<file path="src/sv/rftn_pkg.sv">
// ----------------------------------------------------------------------------
// rftn_pkg - shared types and constants for the RGBA filter tap normalizer
// Field widths, accumulator widths, divider step count and the command
// bundle that runs from the controller to the datapath.
// ----------------------------------------------------------------------------
`default_nettype none

package rftn_pkg;

  localparam int CH_W    = 8;   // one color or alpha byte
  localparam int WT_W    = 16;  // signed Q14 tap weight
  localparam int Q8_W    = 9;   // alpha scale factor, 0..256
  localparam int SUM_W   = 28;  // signed channel accumulator
  localparam int TOT_W   = 20;  // signed weight total
  localparam int PROD_W  = CH_W + 1 + WT_W;  // signed byte times weight
  localparam int NUM_W   = SUM_W + 1;        // rounded numerator
  localparam int DSH_W   = TOT_W + CH_W;     // divisor aligned to quotient bit 8
  localparam int Q_W     = CH_W + 1;         // quotient bits, top bit flags overflow
  localparam int DIV_STEPS = Q_W;
  localparam int KQ      = 14;
  localparam int N_LANES = 3;

  // Controller to datapath commands.
  typedef struct packed {
    logic cfg_we;    // write the mode register
    logic load;      // capture an accepted tap into the weighting stage
    logic acc;       // add the weighting stage into the sums
    logic setup;     // form divider operands, clear sums
    logic step;      // one restoring divide step on every lane
    logic finish;    // clamp quotients into the output register
  } cmd_t;

  // Straight-alpha scale factor (a*256+127)/255, which reduces to a + a[7].
  function automatic logic [Q8_W-1:0] alpha_q8(input logic [CH_W-1:0] a);
    return {1'b0, a} + {{(Q8_W-1){1'b0}}, a[CH_W-1]};
  endfunction

endpackage

`default_nettype wire

</file>
<file path="src/sv/rftn_ctrl.sv">
// ----------------------------------------------------------------------------
// rftn_ctrl - sequencer for the RGBA filter tap normalizer
// Gates the tap stream, counts taps per pixel, steps the divider and
// holds the result beat until the receiver takes it.
// ----------------------------------------------------------------------------
`default_nettype none

module rftn_ctrl #(
  parameter int MAX_TAPS = 8
) (
  input  wire logic           clk,
  input  wire logic           rst_n,
  input  wire logic           in_tvalid,
  output logic                in_tready,
  input  wire logic           in_tlast,
  output logic                out_tvalid,
  input  wire logic           out_tready,
  input  wire logic           cfg_valid,
  output logic                cfg_ready,
  output rftn_pkg::cmd_t      cmd
);
  import rftn_pkg::*;

  localparam int TW = (MAX_TAPS > 1) ? $clog2(MAX_TAPS) : 1;
  localparam int SW = $clog2(DIV_STEPS);

  typedef enum logic [2:0] {
    ST_ACC,
    ST_SETUP,
    ST_DIV,
    ST_FIN,
    ST_HOLD
  } state_t;

  state_t          state_r, state_nxt;
  logic [TW-1:0]   tap_cnt_r, tap_cnt_nxt;
  logic [SW-1:0]   step_r, step_nxt;
  logic            s1_vld_r, s1_last_r;
  logic            accept;
  logic            last_eff;

  assign cfg_ready  = 1'b1;
  assign in_tready  = (state_r == ST_ACC) && !s1_last_r;
  assign out_tvalid = (state_r == ST_HOLD);
  assign accept     = in_tvalid && in_tready;
  // Force a close once the tap budget is used up.
  assign last_eff   = in_tlast || (tap_cnt_r == TW'(MAX_TAPS - 1));

  always_comb begin
    cmd        = '0;
    cmd.cfg_we = cfg_valid;
    cmd.load   = accept;
    cmd.acc    = s1_vld_r;
    cmd.setup  = (state_r == ST_SETUP);
    cmd.step   = (state_r == ST_DIV);
    cmd.finish = (state_r == ST_FIN);
  end

  always_comb begin
    state_nxt   = state_r;
    step_nxt    = step_r;
    tap_cnt_nxt = tap_cnt_r;
    if (accept) begin
      tap_cnt_nxt = last_eff ? '0 : tap_cnt_r + 1'b1;
    end
    case (state_r)
      ST_ACC: begin
        if (s1_last_r) begin
          state_nxt = ST_SETUP;
        end
      end
      ST_SETUP: begin
        state_nxt = ST_DIV;
        step_nxt  = '0;
      end
      ST_DIV: begin
        if (step_r == SW'(DIV_STEPS - 1)) begin
          state_nxt = ST_FIN;
        end else begin
          step_nxt = step_r + 1'b1;
        end
      end
      ST_FIN: begin
        state_nxt = ST_HOLD;
      end
      ST_HOLD: begin
        if (out_tready) begin
          state_nxt = ST_ACC;
        end
      end
      default: begin
        state_nxt = ST_ACC;
      end
    endcase
  end

  always_ff @(posedge clk) begin
    if (!rst_n) begin
      state_r   <= ST_ACC;
      tap_cnt_r <= '0;
      step_r    <= '0;
      s1_vld_r  <= 1'b0;
      s1_last_r <= 1'b0;
    end else begin
      state_r   <= state_nxt;
      tap_cnt_r <= tap_cnt_nxt;
      step_r    <= step_nxt;
      s1_vld_r  <= accept;
      s1_last_r <= accept && last_eff;
    end
  end

endmodule

`default_nettype wire

</file>
<file path="src/sv/rftn_dp.sv">
// ----------------------------------------------------------------------------
// rftn_dp - datapath for the RGBA filter tap normalizer
// Alpha weighting, three channel accumulators, weight total, a three-lane
// restoring divider and the clamped output pixel register.
// ----------------------------------------------------------------------------
`default_nettype none

module rftn_dp (
  input  wire logic                           clk,
  input  wire logic                           rst_n,
  input  rftn_pkg::cmd_t                      cmd,
  input  wire logic                           cfg_alpha_mode,
  input  wire logic [rftn_pkg::CH_W-1:0]      red_in,
  input  wire logic [rftn_pkg::CH_W-1:0]      green_in,
  input  wire logic [rftn_pkg::CH_W-1:0]      blue_in,
  input  wire logic [rftn_pkg::CH_W-1:0]      alpha_in,
  input  wire logic signed [rftn_pkg::WT_W-1:0] tap_weight,
  output logic [rftn_pkg::CH_W-1:0]           red_out,
  output logic [rftn_pkg::CH_W-1:0]           green_out,
  output logic [rftn_pkg::CH_W-1:0]           blue_out,
  output logic [rftn_pkg::CH_W-1:0]           alpha_out
);
  import rftn_pkg::*;

  localparam int WPROD_W = Q8_W + 1 + WT_W;

  logic                       mode_r;
  // weighting stage
  logic [CH_W-1:0]            s1_ch_r [N_LANES];
  logic signed [WT_W-1:0]     s1_fw_r;
  logic                       s1_mode_r;
  logic                       fin_mode_r;
  logic signed [WPROD_W-1:0]  wprod;
  logic signed [WT_W-1:0]     fw_nxt;
  // accumulators
  logic signed [SUM_W-1:0]    sum_r [N_LANES];
  logic signed [TOT_W-1:0]    tot_r;
  logic signed [PROD_W-1:0]   cprod [N_LANES];
  // divider
  logic [NUM_W-1:0]           rem_r [N_LANES];
  logic [Q_W-1:0]             quo_r [N_LANES];
  logic                       neg_r [N_LANES];
  logic [DSH_W-1:0]           dsh_r;
  logic                       empty_r;
  logic [CH_W-1:0]            alpha_r;
  // operand setup
  logic                       tot_neg;
  logic signed [TOT_W-1:0]    half;
  logic [TOT_W-1:0]           abs_d;
  logic signed [NUM_W-1:0]    num [N_LANES];
  logic [NUM_W-1:0]           abs_n [N_LANES];
  logic [DSH_W-1:0]           a255;
  logic [DSH_W-1:0]           a_rnd;
  logic [DSH_W-KQ-1:0]        a_hi;
  logic [CH_W-1:0]            alpha_sel;
  logic                       empty_nxt;
  // output
  logic [CH_W-1:0]            ch_out_r [N_LANES];
  logic [CH_W-1:0]            a_out_r;

  // Scale the weight by alpha: floor(q8 * w / 256).
  assign wprod  = $signed({1'b0, alpha_q8(alpha_in)}) * tap_weight;
  assign fw_nxt = mode_r ? wprod[WT_W+7:8] : tap_weight;

  always_comb begin
    for (int i = 0; i < N_LANES; i++) begin
      cprod[i] = $signed({1'b0, s1_ch_r[i]}) * s1_fw_r;
    end
  end

  // Rounded numerators and magnitudes for the divider.
  always_comb begin
    tot_neg = tot_r[TOT_W-1];
    half    = (tot_r + $signed({{(TOT_W-1){1'b0}}, tot_neg})) >>> 1;
    abs_d   = tot_neg ? TOT_W'(-tot_r) : tot_r;
    for (int i = 0; i < N_LANES; i++) begin
      num[i]   = $signed({sum_r[i][SUM_W-1], sum_r[i]})
               + $signed({{(NUM_W-TOT_W){half[TOT_W-1]}}, half});
      abs_n[i] = num[i][NUM_W-1] ? NUM_W'(-num[i]) : num[i];
    end
    a255      = {tot_r, {CH_W{1'b0}}} - {{CH_W{tot_r[TOT_W-1]}}, tot_r};
    a_rnd     = a255 + DSH_W'(1 << (KQ - 1));
    a_hi      = a_rnd[DSH_W-1:KQ];
    alpha_sel = (a_hi > (DSH_W-KQ)'(255)) ? 8'hFF : a_hi[CH_W-1:0];
    empty_nxt = (tot_r == '0) || (fin_mode_r && tot_neg);
  end

  always_ff @(posedge clk) begin
    if (!rst_n) begin
      mode_r <= 1'b0;
      tot_r  <= '0;
      for (int i = 0; i < N_LANES; i++) begin
        sum_r[i] <= '0;
      end
    end else begin
      if (cmd.cfg_we) begin
        mode_r <= cfg_alpha_mode;
      end
      if (cmd.setup) begin
        tot_r <= '0;
        for (int i = 0; i < N_LANES; i++) begin
          sum_r[i] <= '0;
        end
      end else if (cmd.acc) begin
        tot_r <= tot_r + $signed({{(TOT_W-WT_W){s1_fw_r[WT_W-1]}}, s1_fw_r});
        for (int i = 0; i < N_LANES; i++) begin
          sum_r[i] <= sum_r[i]
                    + $signed({{(SUM_W-PROD_W){cprod[i][PROD_W-1]}}, cprod[i]});
        end
      end
    end
  end

  // Payload registers: no reset.
  always_ff @(posedge clk) begin
    if (cmd.load) begin
      s1_ch_r[0] <= red_in;
      s1_ch_r[1] <= green_in;
      s1_ch_r[2] <= blue_in;
      s1_fw_r    <= fw_nxt;
      s1_mode_r  <= mode_r;
    end
    if (cmd.acc) begin
      fin_mode_r <= s1_mode_r;
    end
    if (cmd.setup) begin
      dsh_r   <= {abs_d, {CH_W{1'b0}}};
      empty_r <= empty_nxt;
      alpha_r <= fin_mode_r ? alpha_sel : 8'hFF;
      for (int i = 0; i < N_LANES; i++) begin
        rem_r[i] <= abs_n[i];
        quo_r[i] <= '0;
        neg_r[i] <= num[i][NUM_W-1] ^ tot_neg;
      end
    end else if (cmd.step) begin
      dsh_r <= dsh_r >> 1;
      for (int i = 0; i < N_LANES; i++) begin
        if (rem_r[i] >= {1'b0, dsh_r}) begin
          rem_r[i] <= rem_r[i] - {1'b0, dsh_r};
          quo_r[i] <= {quo_r[i][Q_W-2:0], 1'b1};
        end else begin
          quo_r[i] <= {quo_r[i][Q_W-2:0], 1'b0};
        end
      end
    end
    if (cmd.finish) begin
      a_out_r <= empty_r ? '0 : alpha_r;
      for (int i = 0; i < N_LANES; i++) begin
        if (empty_r || neg_r[i]) begin
          ch_out_r[i] <= '0;
        end else if (quo_r[i][Q_W-1]) begin
          ch_out_r[i] <= 8'hFF;
        end else begin
          ch_out_r[i] <= quo_r[i][CH_W-1:0];
        end
      end
    end
  end

  assign red_out   = ch_out_r[0];
  assign green_out = ch_out_r[1];
  assign blue_out  = ch_out_r[2];
  assign alpha_out = a_out_r;

endmodule

`default_nettype wire

</file>
<file path="src/sv/rgba_filter_tap_normalizer_core.sv">
// ----------------------------------------------------------------------------
// rgba_filter_tap_normalizer_core - weighted RGBA tap sum with normalization
// Feed filter taps on the in_ stream; one normalized pixel leaves on the
// out_ stream per run of taps.
// Usage:
//   - Each in_ beat is one tap: RGBA pixel plus signed Q14 weight; in_tlast
//     closes the run. The MAX_TAPS-th tap since the last pixel closes it too.
//   - cfg_ selects opaque (0) or straight-alpha (1) weighting; write it only
//     while the block is idle. cfg_ready is always high.
//   - Taps within a run are taken one per cycle. After the closing tap the
//     block runs accumulate, operand setup, 9 divide steps and clamp, in that
//     order, before out_tvalid rises.
//   - in_tready is low from the closing tap until the pixel beat is taken.
//   - When out_tready is low the pixel beat holds on out_tdata unchanged.
//   - Reset (rst_n low, synchronous) clears the sums, tap count and mode.
// ----------------------------------------------------------------------------
`default_nettype none

module rgba_filter_tap_normalizer_core #(
  parameter int MAX_TAPS = 8
) (
  input  wire logic        clk,
  input  wire logic        rst_n,
  // tap stream
  input  wire logic        in_tvalid,
  output logic             in_tready,
  // [7:0] red_in, [15:8] green_in, [23:16] blue_in, [31:24] alpha_in,
  // [47:32] tap_weight
  input  wire logic [47:0] in_tdata,
  input  wire logic        in_tlast,   // last_tap
  // pixel stream
  output logic             out_tvalid,
  input  wire logic        out_tready,
  // [7:0] red_out, [15:8] green_out, [23:16] blue_out, [31:24] alpha_out
  output logic [31:0]      out_tdata,
  // mode register write
  input  wire logic        cfg_valid,
  output logic             cfg_ready,
  input  wire logic        cfg_data    // alpha_mode
);
  import rftn_pkg::*;

  cmd_t            cmd;
  logic [CH_W-1:0] red_out, green_out, blue_out, alpha_out;

  // Sequence taps, divide steps and the output beat.
  rftn_ctrl #(
    .MAX_TAPS (MAX_TAPS)
  ) u_ctrl (
    .clk        (clk),
    .rst_n      (rst_n),
    .in_tvalid  (in_tvalid),
    .in_tready  (in_tready),
    .in_tlast   (in_tlast),
    .out_tvalid (out_tvalid),
    .out_tready (out_tready),
    .cfg_valid  (cfg_valid),
    .cfg_ready  (cfg_ready),
    .cmd        (cmd)
  );

  // Weight, accumulate, divide and clamp.
  rftn_dp u_dp (
    .clk            (clk),
    .rst_n          (rst_n),
    .cmd            (cmd),
    .cfg_alpha_mode (cfg_data),
    .red_in         (in_tdata[7:0]),
    .green_in       (in_tdata[15:8]),
    .blue_in        (in_tdata[23:16]),
    .alpha_in       (in_tdata[31:24]),
    .tap_weight     (in_tdata[47:32]),
    .red_out        (red_out),
    .green_out      (green_out),
    .blue_out       (blue_out),
    .alpha_out      (alpha_out)
  );

  assign out_tdata = {alpha_out, blue_out, green_out, red_out};

endmodule

`default_nettype wire

</file>
<file path="config.mk">
export PLATFORM = sky130hd
export DESIGN_NAME = rgba_filter_tap_normalizer_core
export DESIGN_NICKNAME = d
export VERILOG_FILES = /design/src/sv/rftn_pkg.sv /design/src/sv/rftn_ctrl.sv /design/src/sv/rftn_dp.sv /design/src/sv/rgba_filter_tap_normalizer_core.sv
export SDC_FILE = /design/constraint.sdc
export NUM_CORES = 2
export LEC_CHECK = 0
export ABC_AREA = 1
export BUFFER_PORTS_ARGS = -buffer_cell sky130_fd_sc_hd__buf_2
export CELL_PAD_IN_SITES_DETAIL_PLACEMENT = 1
export CELL_PAD_IN_SITES_GLOBAL_PLACEMENT = 2
export CORE_MARGIN = 5
export CORE_UTILIZATION = 39
export DETAILED_ROUTE_END_ITERATION = 12
export PLACE_DENSITY_LB_ADDON = 0.2
export REMOVE_ABC_BUFFERS = 1
export SLEW_MARGIN = 10
export SYNTH_ARGS = -nofsm -noshare
export SYNTH_HDL_FRONTEND = slang
export SYNTH_SLANG_ARGS = --single-unit
</file>
<file path="constraint.sdc">
create_clock -name clk -period 7.22 [get_ports clk]
set_clock_uncertainty 0.2 [all_clocks]
set_input_delay 0.361 -clock clk [delete_from_list [all_inputs] [get_ports clk]]
set_output_delay 0.361 -clock clk [all_outputs]
set_load 0.05 [all_outputs]
</file>
# Word level (Yosys, flattened, before mapping)
# Memory sizes are Yosys's and may differ from the RTL's.
# Index checks and enable logic that the tools add are counted.
# W data, S select, Z words.
# totals
ff_bits,96
ramBits,249
in_bits,55
output_inout_bits,35
mem_count,6
# mem_list
memory,words,word_bits,read_ports,rd_ports_with_merged_regs,write_ports,line_no,rtl
u_dp.rem_r,3,29,3,0,3,rftn_dp.sv:40,logic [NUM_W-1:0] rem_r [N_LANES];
u_dp.sum_r,3,28,3,0,3,rftn_dp.sv:36,logic signed [SUM_W-1:0] sum_r [N_LANES];
u_dp.quo_r,3,9,3,0,3,rftn_dp.sv:41,logic [Q_W-1:0] quo_r [N_LANES];
u_dp.ch_out_r,3,8,3,0,3,rftn_dp.sv:58,logic [CH_W-1:0] ch_out_r [N_LANES];
u_dp.s1_ch_r,3,8,3,0,3,rftn_dp.sv:29,logic [CH_W-1:0] s1_ch_r [N_LANES];
u_dp.neg_r,3,1,3,0,3,rftn_dp.sv:42,logic neg_r [N_LANES];
# classes
n_addsub,20
n_mul,4
magnitude_cmp,4
n_eq_ne,10
mux,103
n_bitwise,26
reduce_logical,17
# ops
cell,n
$mux W28,8
$mux W29,6
$add A28 B19 Y29,3
$ge A29 B28 Y1,3
$neg A29 Y29,3
$sub A29 B28 Y29,3
$add A28 B25 Y28,3
$mul A9 B16 Y25,3
$mux W1,68
$mux W9,6
$mux W8,6
$add A28 B14 Y28 const B,1
$sub A28 B28 Y28,1
$mul A10 B16 Y24,1
$or A1 B1 Y1,21
$add A20 B16 Y20,1
$add A20 B2 Y20,1
$logic_not A20 Y1,1
$mux W20,1
$neg A20 Y20,1
$mux W16,1
$pmux W3 S5,1
$gt A14 B8 Y1 const B,1
$mux W3,4
21 further kinds,36

# Longest topological paths before layout
# An unclocked memory read counts as a cell.
# logic_depth
depth_word,8
mapped_depth,37
depth_no_buf,36

# Cells and area by module
# Synthesis repeated with hierarchy kept, for this count alone.
# hier_totals
cells_unflattened,7242
area_unflattened_um2,52048.7
# modules_own_cells
mod,n_inst,cells_each,area_per_inst_um2,seq_area_each_um2
rftn_dp,1,7157,51396.8,9699.3
rftn_ctrl,1,85,651.9,240.2

# Least setup slack after synthesis
# OpenSTA, ideal clock, no wires.
# synth_path
path_type,in2reg
from,input in_tdata[24]
to,"register u_dp.s1_fw_r[14], data pin"
setup_time_ps,267
t_arrival_ps,5638
slack_ps,1114
cell_stages,27
path_cell_list,ha_1 ha_1 nand2_1 inv_1 nor2_1 clkbuf_1 nand2_1 fa_1 inv_1 fa_1 inv_1 fa_1 inv_1 fa_1 inv_1 fa_1 inv_1 ha_1 nand2_1 nor4_1 a21oi_1 o21ai_0 nand3_1 nand2_1 nand2_1 nand3_1 o21ai_0
# synth_via
elab_chain_cells,3
# synth_rtl
element,line_no,rtl
from (decl),rgba_filter_tap_normalizer_core.sv:29,"input wire logic [47:0] in_tdata,"
$add A8 B1 Y9,rftn_pkg.sv:35,"return {1'b0, a} + {{(Q8_W-1){1'b0}}, a[CH_W-1]};"
$mul A10 B16 Y24,rftn_dp.sv:62,"assign wprod = $signed({1'b0, alpha_q8(alpha_in)}) * tap_weight;"
$mux W16,rftn_dp.sv:63,assign fw_nxt = mode_r ? wprod[WT_W+7:8] : tap_weight;
net u_dp.fw_nxt[14],rftn_dp.sv:34,logic signed [WT_W-1:0] fw_nxt;
to (signal assigned),rftn_dp.sv:120,s1_fw_r <= fw_nxt;
to (decl),rftn_dp.sv:30,logic signed [WT_W-1:0] s1_fw_r;
# The timed path passes the listed nets, and every way through them passes these cells.
# A chain may end at the register's enable or synchronous reset.

==> run summary <==
- 7.19 um^2 — average cell area after synthesis
- 90 — I/O pins
- 5.10 — via density per instance
- no — unrepaired setup endpoints after global routing
- 0 ns — Final TNS setup
- 2,169 — number of DRC markers after the initial detailed-route iteration
- 20 — Max FO, Critical Path
- 6.63 ns — Worst Path Arrival
- reg -> reg — type of the worst setup path
- 303 — Post-synth EDFFs
- 2 — count of H-tree levels built during CTS
- sky130_fd_sc_hd__edfxtp_1 — Primary FF master, synth
- 0 — number of max-slew violations in the final report
- 175,000 um — aggregate routed wire length
- 3 — Max Buffers Root-to-Sink
- 4.43% — layout cell share with drive strength beyond 1
- 0.79 ns — Reg2Reg Setup Slack
- 48 — number of CTS-inserted buffers
- finished clean — result of the run
- 1.15 ns — Slew @ Worst Pin
- 39.1% — Starting Density
- sky130_fd_sc_hd__clkbuf_16 — clock tree root buffer cell
- 7.42 ns — Critical Path RT
- 0 — number of buffers added for setup after CTS
- 375 um — height of the die
- 1.05 ns — critical path's largest stage delay
- 49,400 — number of global-route vias before repair
- register — endpoint kind of the worst setup timing path
- 0.156 GHz — Max Freq
- sky130_fd_sc_hd__fa_1 — Critical Path Most Common Cell
- register — startpoint types
- 9.92% — post-synthesis compound-gate area fraction
- 2 — Bufs and invs on worst path
- 3.26% — xor-xnor portion of the synthesized cell area
- 134 — floorplan row count
- 19.4% — area share of the largest cell type after synthesis
- 8.87% — relative area change from synthesis to final layout
- 22.9% — Max transition margin
- 8,341 — Post-layout nets
- 275,000 um — first-pass GRT wire length
- adder cells — Top delay family on crit path
- 89.1% — post-route clock period utilization
- sky130_fd_sc_hd__fa_1 — leading area contributor after synthesis
- 345 — sink count of the clock tree
- in -> reg — hold crit path type
- 0 — number of nets still failing antenna checks after routing
- 375 um — die outline width
- 0 — count of final setup violators
- adder cells — largest family of logic cells by synthesized area
- 0 — ant diodes
- 133,000 um^2 — area of the core region
- 0 — final global-route overflow total
- 0 — max-cap check violation count
- 2 — initial antenna violation count
- 141,000 um^2 — full die area
- 0% — proportion of synthesized flip-flops having asynchronous set or reset
- 19.1% — sequential element share of the synthesized area
- 345 — #FFs+latches synth
- 0% — multiplexer area fraction after synthesis
- buf_4, nand2_1, inv_1, fa_1, fa_1, fa_1, fa_1, fa_1, ha_1, a21oi_1, o21ai_0, a21oi_1, a21boi_0, o21bai_1, nand3_1, nand2_1, o21ai_0, a21oi_1 — list of cells traversed by the critical path
- 88 — Port Buf Inserts
- 0 — Hold Fails Final Rpt
- 0.883 — placer congestion estimate
- 52,000 um^2 — Cell Area, Synth
- sky130_fd_sc_hd__fa_1 (19%), sky130_fd_sc_hd__edfxtp_1 (17%), sky130_fd_sc_hd__nand2_1 (14%) — cells taking the most area after synthesis
- 145,000 um — Detail Placement HPWL
- 24.6% — overall routing resource usage
- yes — clock tree from TritonCTS
- 6.43 ns — minimum period implied by the final worst setup slack
- sky130_fd_sc_hd__edfxtp_1 — Max stage delay cell, worst path
- 46,500 — detailed-route via count
- 0.06 ns — CTS clock-pin slew for the worst setup and hold paths
- 6 — first-pass iteration count of the detailed router
- 0 — Ys Warns
- 63 — count of cell types in the netlist
- 61 — maximum number of pins on one net before global-route repair
- 19.1 um — post-DR wirelength/cell
- 0 — DRC violation count after routing
- 7,227 — gate count of the mapped netlist
- 30.8% — Synth Area in Adders
- 0.68 ns — worst-skew pair later-pin latency
- 24.4% — post-synthesis share of cell area spent on and, or, nand and nor gates
==> sequential cells by signal, indices dropped and copies added, names as in the netlist, 3 cells and up <==
register,cells
u_dp.s1_fw_r,16
u_dp.s1_ch_r,24
u_dp.ch_out_r,24
u_dp.sum_r,84
u_dp.neg_r,3
u_dp.rem_r,87
u_dp.dsh_r,28
u_ctrl.tap_cnt_r,3
u_ctrl.state_r,3
u_dp.tot_r,20
u_ctrl.step_r,4
u_dp.alpha_r,8
u_dp.quo_r,27
u_dp.alpha_out,8
==> cells in the final DEF, fill, tap and decap left out, types with 68 or more instances in the layout <==
cell,instances
sky130_fd_sc_hd__nand2_1,1962
sky130_fd_sc_hd__inv_1,1553
sky130_fd_sc_hd__fa_1,505
sky130_fd_sc_hd__nor2_1,503
sky130_fd_sc_hd__ha_1,470
sky130_fd_sc_hd__a21oi_1,427
sky130_fd_sc_hd__edfxtp_1,303
sky130_fd_sc_hd__nand3_1,282
sky130_fd_sc_hd__o21ai_0,256
sky130_fd_sc_hd__nand4_1,130
sky130_fd_sc_hd__xor2_1,118
sky130_fd_sc_hd__buf_2,88
sky130_fd_sc_hd__nor3_1,69
sky130_fd_sc_hd__xnor2_1,68
==> per-layer routing <==
layer / vias up / wire, um / GRT usage, % / part of all wire, %
met5: - / 13 / 0 / 0.0074
met4: 2 / 5160 / 6.78 / 3.0
met3: 202 / 6390 / 2.34 / 3.7
met2: 695 / 80100 / 41.3 / 46
met1: 22800 / 82800 / 34.1 / 47
li1: 22800 / - / - / -
==> tightest hold or removal path: cells and delay by family <==
kind / cells / cell delay (ns)
and+or+nand+nor: 1 / 0.11
buffers and inverters: 1 / 0.18
AOI/OAI and AO/OA: 1 / 0.06
==> cells by family after synthesis <==
logic type | Yosys count
DFF | 345
buffers and inverters | 1721
AOI/OAI and AO/OA | 931
and+or+nand+nor | 3064
xor gates and xnor gates | 190
adders and majority gates | 975
other | 1
==> area by class of cell <==
cell class	instances	area, um^2
fillers	16800	76300
repair buffers	189	1320
flip-flops and latches	345	9940
inverters	1566	5880
well taps	1768	2210
clock buffers	60	1340
multi-input cells	5161	35600
clock inverters	30	359
==> cell usage after synthesis, drive strengths merged, types with 36 or more instances <==
| library cell | number |
|---|---|
| a21oi | 430 |
| clkbuf | 120 |
| dfxtp | 42 |
| edfxtp | 303 |
| fa | 505 |
| ha | 470 |
| inv | 1562 |
| nand2 | 1979 |
| nand3 | 290 |
| nand4 | 130 |
| nor2 | 519 |
| nor3 | 80 |
| o21a | 36 |
| o21ai | 303 |
| xnor2 | 69 |
| xor2 | 121 |
==> per-stage QoR <==
step	worst slack, ns	utilization [%]	instances	area, um^2	hold WS (ns)
floorplan	1.07	-	7072	51300	0.200
global placement	0.578	41.0	8990	54500	0.249
detailed placement	0.421	41.0	8990	54500	0.258
CTS	0.786	42.6	9119	56600	0.00660
global route	0.316	42.6	9119	56600	0.0531
finish	0.791	42.6	9119	56600	0.0364
==> final timing paths <==
| kind | from | to | cells after the start |
|---|---|---|---|
| min | in_tdata[35] | u_dp.s1_fw_r[3]$_DFFE_PP_ | 3 |
| max | u_dp.s1_fw_r[4]$_DFFE_PP_ | u_dp.sum_r[0][48]$_SDFFCE_PN0P_ | 18 |
| max reg2reg | u_dp.s1_fw_r[4]$_DFFE_PP_ | u_dp.sum_r[0][48]$_SDFFCE_PN0P_ | 18 |
| min reg2reg | u_ctrl.step_r[3]$_SDFFE_PN0P_ | u_ctrl.step_r[3]$_SDFFE_PN0P_ | 1 |
==> what timing repair did <==
action                    4_1_cts  5_1_grt
gates resized for setup         0        0
hold endpoints to repair       40        0
hold buffers                   39        0
Power is not shown: default switching activity piles up to over one toggle a cycle in this logic, so the estimate is an artifact.
